### config.mk
export PLATFORM = sky130hd
export DESIGN_NAME = tdr_queue
export DESIGN_NICKNAME = d
export VERILOG_FILES = /design/src/sv/table_driven_dfa_recognizer_unit_defines.svh /design/src/sv/tdr_pkg.sv /design/src/sv/tdr_queue.sv
export SDC_FILE = /design/constraint.sdc
export NUM_CORES = 1
export LEC_CHECK = 0
export ABC_AREA = 1
export ABC_CLOCK_PERIOD_IN_PS = 3450
export BUFFER_PORTS_ARGS = -buffer_cell sky130_fd_sc_hd__buf_2
export CAP_MARGIN = 25
export CELL_PAD_IN_SITES_DETAIL_PLACEMENT = 0
export CELL_PAD_IN_SITES_GLOBAL_PLACEMENT = 1
export CORE_ASPECT_RATIO = 0.75
export CORE_UTILIZATION = 41
export DETAILED_ROUTE_END_ITERATION = 16
export PLACE_DENSITY = 0.77
export SLEW_MARGIN = 15
export SYNTH_ARGS = -nofsm -noshare
export SYNTH_HDL_FRONTEND = slang
export SYNTH_SLANG_ARGS = --single-unit
### constraint.sdc
create_clock -name clk_i -period 3.45 [get_ports clk_i]
set_clock_uncertainty 0.2 [all_clocks]
set_input_delay 0.345 -clock clk_i [delete_from_list [all_inputs] [get_ports clk_i]]
set_output_delay 0.345 -clock clk_i [all_outputs]
set_load 0.005 [all_outputs]
### src/sv/table_driven_dfa_recognizer_unit_defines.svh
// Assertion macros for the DFA recognizer.
`ifndef TABLE_DRIVEN_DFA_RECOGNIZER_UNIT_DEFINES_SVH
`define TABLE_DRIVEN_DFA_RECOGNIZER_UNIT_DEFINES_SVH

// Same-cycle implication, disabled in reset.
`define TDR_ASSERT_IMPL(lbl, clk, rstn, ante, cons) \
  lbl: assert property (@(posedge clk) disable iff (!rstn) (ante) |-> (cons)) \
    else $error("tdr assertion failed");

// Next-cycle implication, disabled in reset.
`define TDR_ASSERT_NEXT(lbl, clk, rstn, ante, cons) \
  lbl: assert property (@(posedge clk) disable iff (!rstn) (ante) |=> (cons)) \
    else $error("tdr assertion failed");

`endif

### src/sv/tdr_pkg.sv
// Shared types and constants of the DFA recognizer.
`default_nettype none
package tdr_pkg;

  localparam int STATE_W     = 8;
  localparam int CNT_W       = 9;
  localparam int CHAR_W      = 8;
  localparam int CHARS       = 256;
  localparam int CFG_IDX_W   = 1;
  localparam int CFG_DATA_W  = 9;
  localparam int QUEUE_DEPTH = 2;
  localparam int QPTR_W      = 1;

  localparam logic [CFG_IDX_W-1:0] CFG_START_STATE = 1'b0;
  localparam logic [CFG_IDX_W-1:0] CFG_STATE_COUNT = 1'b1;

  typedef enum logic [1:0] {
    OP_CLASS  = 2'd0,
    OP_TRANS  = 2'd1,
    OP_ACCEPT = 2'd2,
    OP_CHAR   = 2'd3
  } op_e;

  typedef enum logic [1:0] {
    VERDICT_ACCEPT = 2'd0,
    VERDICT_REJECT = 2'd1,
    VERDICT_WRONG  = 2'd2
  } verdict_e;

  typedef enum logic [2:0] {
    ST_IDLE,
    ST_CLASS,
    ST_TRANS,
    ST_ACC,
    ST_EMIT
  } back_state_e;

  typedef struct packed {
    op_e                op;
    logic [CHAR_W-1:0]  char_code;
    logic [CHAR_W-1:0]  symbol_index;
    logic [STATE_W-1:0] from_state;
    logic [STATE_W-1:0] to_state;
    logic               entry_valid;
    logic               last_char;
  } cmd_t;

  typedef struct packed {
    logic clearing;
    logic idle;
  } back_stat_t;

endpackage
`default_nettype wire

### src/sv/tdr_queue.sv
// Short command queue between front and back end.
`default_nettype none
module tdr_queue (
  input  logic          clk_i,
  input  logic          rst_ni,
  input  logic          push_valid_i,
  output logic          push_ready_o,
  input  tdr_pkg::cmd_t push_data_i,
  output logic          pop_valid_o,
  input  logic          pop_ready_i,
  output tdr_pkg::cmd_t pop_data_o
);
  import tdr_pkg::*;

  cmd_t              mem_q [QUEUE_DEPTH];
  logic [QPTR_W-1:0] wr_ptr_q, wr_ptr_d;
  logic [QPTR_W-1:0] rd_ptr_q, rd_ptr_d;
  logic [QPTR_W:0]   cnt_q, cnt_d;
  logic              push;
  logic              pop;

  assign push_ready_o = cnt_q != (QPTR_W+1)'(QUEUE_DEPTH);
  assign pop_valid_o  = cnt_q != '0;
  assign pop_data_o   = mem_q[rd_ptr_q];
  assign push         = push_valid_i && push_ready_o;
  assign pop          = pop_valid_o && pop_ready_i;

  always_comb begin
    wr_ptr_d = push ? wr_ptr_q + QPTR_W'(1) : wr_ptr_q;
    rd_ptr_d = pop ? rd_ptr_q + QPTR_W'(1) : rd_ptr_q;
    cnt_d    = cnt_q + (QPTR_W+1)'(push) - (QPTR_W+1)'(pop);
  end

  always_ff @(posedge clk_i or negedge rst_ni) begin
    if (!rst_ni) begin
      wr_ptr_q <= '0;
      rd_ptr_q <= '0;
      cnt_q    <= '0;
    end else begin
      wr_ptr_q <= wr_ptr_d;
      rd_ptr_q <= rd_ptr_d;
      cnt_q    <= cnt_d;
    end
  end

  always_ff @(posedge clk_i) begin
    if (push) begin
      mem_q[wr_ptr_q] <= push_data_i;
    end
  end

endmodule
`default_nettype wire

# Word level (Yosys, flattened, before mapping)

Memories as Yosys holds them, arrays and structs flattened.
Cells that the tools add are included.

Bits in registers: 4
Memory bits (writable): 72
Output and inout bits: 38
Logic and storage cells: 14
Memories kept: 1

$add $sub $neg: 4
Equality and inequality tests: 1
Multiplexer cells: 2
Reduce and logical (&&, ||, !) cells: 3

Memory list:

| memory | depth | width | rd ports | clocked after Yosys merged registers in | wr ports | line            | RTL |
|---|---|---|---|---|---|---|---|
| mem_q  | 2     | 36    | 1        | 0                                       | 1        | tdr_queue.sv:15 | `cmd_t mem_q [QUEUE_DEPTH];` |

Operators by type and width:

| kind                                         | number |
|---|---|
| 1-bit adder, second input constant           | 2 |
| 2-bit by 1-bit adder with 2-bit output       | 1 |
| 1-bit logical AND                            | 2 |
| 1-bit 2-to-1 mux                             | 2 |
| 2-bit inequality test, second input constant | 1 |
| 2-bit nonzero test                           | 1 |
| 2-bit by 1-bit subtractor with 2-bit output  | 1 |

# Depth between registers and ports, before layout

Depth after elaboration: 4
Depth in mapped cells: 12

# Least setup slack after synthesis

Ideal clock, no wire load.

Path type: flip-flop to flip-flop
From: register cnt_q[1]
To: memory mem_q[0][0] (netlist name), enable pin
Setup time: 429 ps
Arrival: 2123 ps
Required time: 2821 ps
Setup slack: 698 ps
Cell stages (with the launch flop): 4
Buffers on the path: 0
Cell sequence: dfrtp_1 nand2_2 nand2_2 nor2_1

Longest elaborated chain between the ends: 4

RTL lines:

| element                                | line            | RTL |
|---|---|---|
| start: declaration                     | tdr_queue.sv:18 | `logic [QPTR_W:0] cnt_q, cnt_d;` |
| start signal: assignment               | tdr_queue.sv:42 | `cnt_q <= cnt_d;` |
| 2-bit inequality test                  | tdr_queue.sv:22 | `assign push_ready_o = cnt_q != (QPTR_W+1)'(QUEUE_DEPTH);` |
| net push_ready_o                       | tdr_queue.sv:7  | `output logic push_ready_o,` |
| 1-bit logical AND                      | tdr_queue.sv:25 | `assign push = push_valid_i && push_ready_o;` |
| 1-bit 2-to-1 mux                       | tdr_queue.sv:47 | `if (push) begin` |
| 1-bit 2-to-1 mux (implied by the code) | tdr_queue.sv:48 | `mem_q[wr_ptr_q] <= push_data_i;` |
| end: declaration                       | tdr_queue.sv:15 |  |

The timed path passes the listed nets, and every way through them passes these cells.

==> flow_metrics.tcl <==
set metrics [dict create \
    track_usage_pct 15.5 \
    syn_inst 219 \
    setup_tns_ns 0 \
    cts_sinks 76 \
    critPathSlowestCell "dfrtp_1" \
    rows 25 \
    cts_resized 0 \
    ant_nets 0 \
    synth_mux_area_share_pct 0 \
    overflow 0 \
    seqPwrFrac_pct 47.0 \
    wl_met2_um 2410 \
    finalPower_mw 2.88 \
    port_buffers 77 \
    met1Wirelength_um 2490 \
    synth_area_leaders "edfxtp_1 (76%), nand2_1 (15%), dfrtp_1 (3.5%), buf_6 (1.2%), inv_1 (0.92%)" \
    p_per_area_nw_per_um2 742 \
    worst_setup_path_start_kind "flop" \
    synth_cell_types 16 \
    syn2layout_area_growth_pct 35.9 \
    clk_latency_ns 0.33 \
    dp_hpwl_um 3350 \
    synthXorXnorAreaFrac_pct 0.306 \
    antenna_found_initial 0 \
    synth_area_leader_cell "edfxtp_1" \
    crit_cells 4 \
    post_drt_wl_per_cell_um 12.5 \
    min-delay-start "push_data_i[26]" \
    holdWs_ns 0.0249 \
    finalMaxSlewViolations 0 \
    dp.cells 371 \
    gp_congestion 0.734 \
    crit_fanout 37 \
    clockPowerShare_pct 21.3 \
    critPathBufInv 2 \
    synth.avg_cell_area_um2 13.1 \
    io_pins 78 \
    layout-drive-gt1-share_pct 28.9 \
    critPathRequiredTime_ns 2.90 \
    ys_ff_latch 76 \
    initial_core_util_pct 44.0 \
    hold_violations 0 \
    fp.dieH_um 74.3 \
    synth_top_family_by_area "simple AND/OR/NAND/NOR gates" \
    ys_seq_area_share_pct 79.1 \
    layout.nets 379 \
    hold_buffers 32 \
    irDropWorstVdd_uv 329 \
    drv_cap 0 \
    fmax_mhz 431 \
    crit_type "reg -> out" \
    crit_top_cell "nand2_1" \
    synth_warnings 0 \
    hold_class "in -> reg" \
    hold_depth 1 \
    die_width_um 98.4 \
    grt_pass1_wl_um 8230 \
    most-common-layout-cells "nand2_1 (115), buf_2 (77), edfxtp_1 (72)" \
    synth.top_cell.area_share_pct 75.6 \
    ctsLongestPathBuffers 2 \
    synth_compound_area_share_pct 0.350 \
    status "finished with violations" \
    p_leak_nw 1.70 \
    clock-root-buffer "clkbuf_8" \
    combPwrFrac_pct 31.7 \
    syn_nets 260 \
    rr_worst_depth 4 \
    path_cells "inv_4 -> nand2_1 -> nand2_1 -> buf_2" \
    cp_top_family "flip-flops" \
    cts_made_buffers 9 \
    worst_path_largest_cell_delay_ns 0.77 \
    grt_pass1_vias 1718 \
    met3_length_um 349 \
    internal_power_mw 1.96 \
    path_clk_slew_ns 0.07 \
    finalCriticalPeriod_ns 2.32 \
    end_kind "primary output" \
    cp-startpoint "rd_ptr_q$_DFFE_PN0P_" \
    drt-total-wl_um 5290 \
    final_common_cell "nand2_1" \
    cts_max_level 3 \
    die_area_um2 7320 \
    drc 1 \
    num_vias 1885 \
    stdcell_count 423 \
    core_area_um2 6510 \
    swShare_pct 32.1 \
    drtPass1Iterations 12 \
    synth_adder_area_share_pct 0.437 \
    first_iter_violations 71 \
    highest-signal-layer "met4" \
    switchingPower_mw 0.925 \
    viasPerCell 4.46 \
    yosys.area_share.simple_pct 16.6 \
    min_period_over_period_pct 67.3 \
    antenna_cells 0 \
    violations "DRC" \
    netlist_area_um2 2860 \
    fillerInstances 531 \
    worst_pin_slew_ns 0.663 \
    cts_tree "done" \
    worstReg2RegStart "cnt_q[1]$_DFF_PN0_" \
    post_cts_buffers 0 \
    rsz0062_at_grt "no" \
    grt_max_degree 38 \
    timing.slew.headroom_pct 55.8 \
    critPathArrivalTime_ns 1.78 \
    finalSetupViolCount 0 \
]
-- per-layer routing --
metal  vias to the layer above  track usage, %
met3                         7            6.95
li1                        962               -
met1                       848            20.1
met4                         0            3.48
met2                        68            24.3
met5                         -               0
-- registers in the layout, summed over array words and instances, names as in the netlist --
signal    flops
wr_ptr_q      1
mem_q        72
cnt_q         2
rd_ptr_q      1
-- final cells by class --
type	count	area, um2	area share (%)
flip-flops and latches	76	2260	58.2
repair buffers	115	791	20.3
multi-input cells	128	519	13.4
clock buffers	10	128	3.28
well taps	81	101	2.61
clock inverters	5	53.8	1.38
inverters	8	32.5	0.837
-- synthesized netlist by cell type --
master and number:
nand2_1 115, buf_4 2, buf_2 2, nor2_2 1
edfxtp_1 72, buf_6 3, xor2_1 1, ha_1 1
a21oi_1 1, inv_4 1, o21ai_1 1, nand3_1 2
inv_1 7, nor2_1 4, nand2_2 2, dfrtp_1 4
-- stage by stage --
step	area, um2	setup slack [ns]	util, %
after CTS	3810	1.05	58.6
after global placement	3310	1.41	50.8
after floorplan	2860	0.698	-
after global routing	3890	0.936	59.8
after detailed placement	3310	1.36	50.8
final	3890	1.13	59.8
-- worst reg2reg max path, stage by stage (launching register included) --
cell and delay [ns]:
dfrtp_1 0.43, nand2_2 0.12, nand2_2 0.12, nor2_4 0.42, buf_16 0.24
-- power groups by stage --
stage | Combinational (mW) | Sequential (mW) | Clock, mW
finish | 0.913 | 1.36 | 0.615
global route | 1.04 | 1.38 | 0.679
CTS | 0.888 | 1.36 | 0.637
detailed placement | 0.856 | 1.38 | 0
global placement | 0.848 | 1.38 | 0
floorplan | 0.549 | 1.33 | 0
-- worst paths after layout --
| path | to | slack (ns) |
|---|---|---|
| min in group asynchronous | cnt_q[0]$_DFF_PN0_ | 0.14 |
| worst min-delay path | mem_q[0][26]$_DFFE_PP_ | 0.02 |
| worst max-delay path | pop_data_o[25] | 1.13 |
| worst max register to register | mem_q[1][10]$_DFFE_PP_ | 1.63 |
| max in group asynchronous | rd_ptr_q$_DFFE_PN0P_ | 2.78 |
| worst min register to register | cnt_q[0]$_DFF_PN0_ | 0.38 |
-- logic make-up after synthesis --
kind of cell | count (synthesis)
DFF | 76
xor gates and xnor gates | 1
AOI/OAI and AO/OA | 2
adders and majority gates | 1
buffers and inverters | 15
and+or+nand+nor | 124
Power figures use the tool's default switching activity.
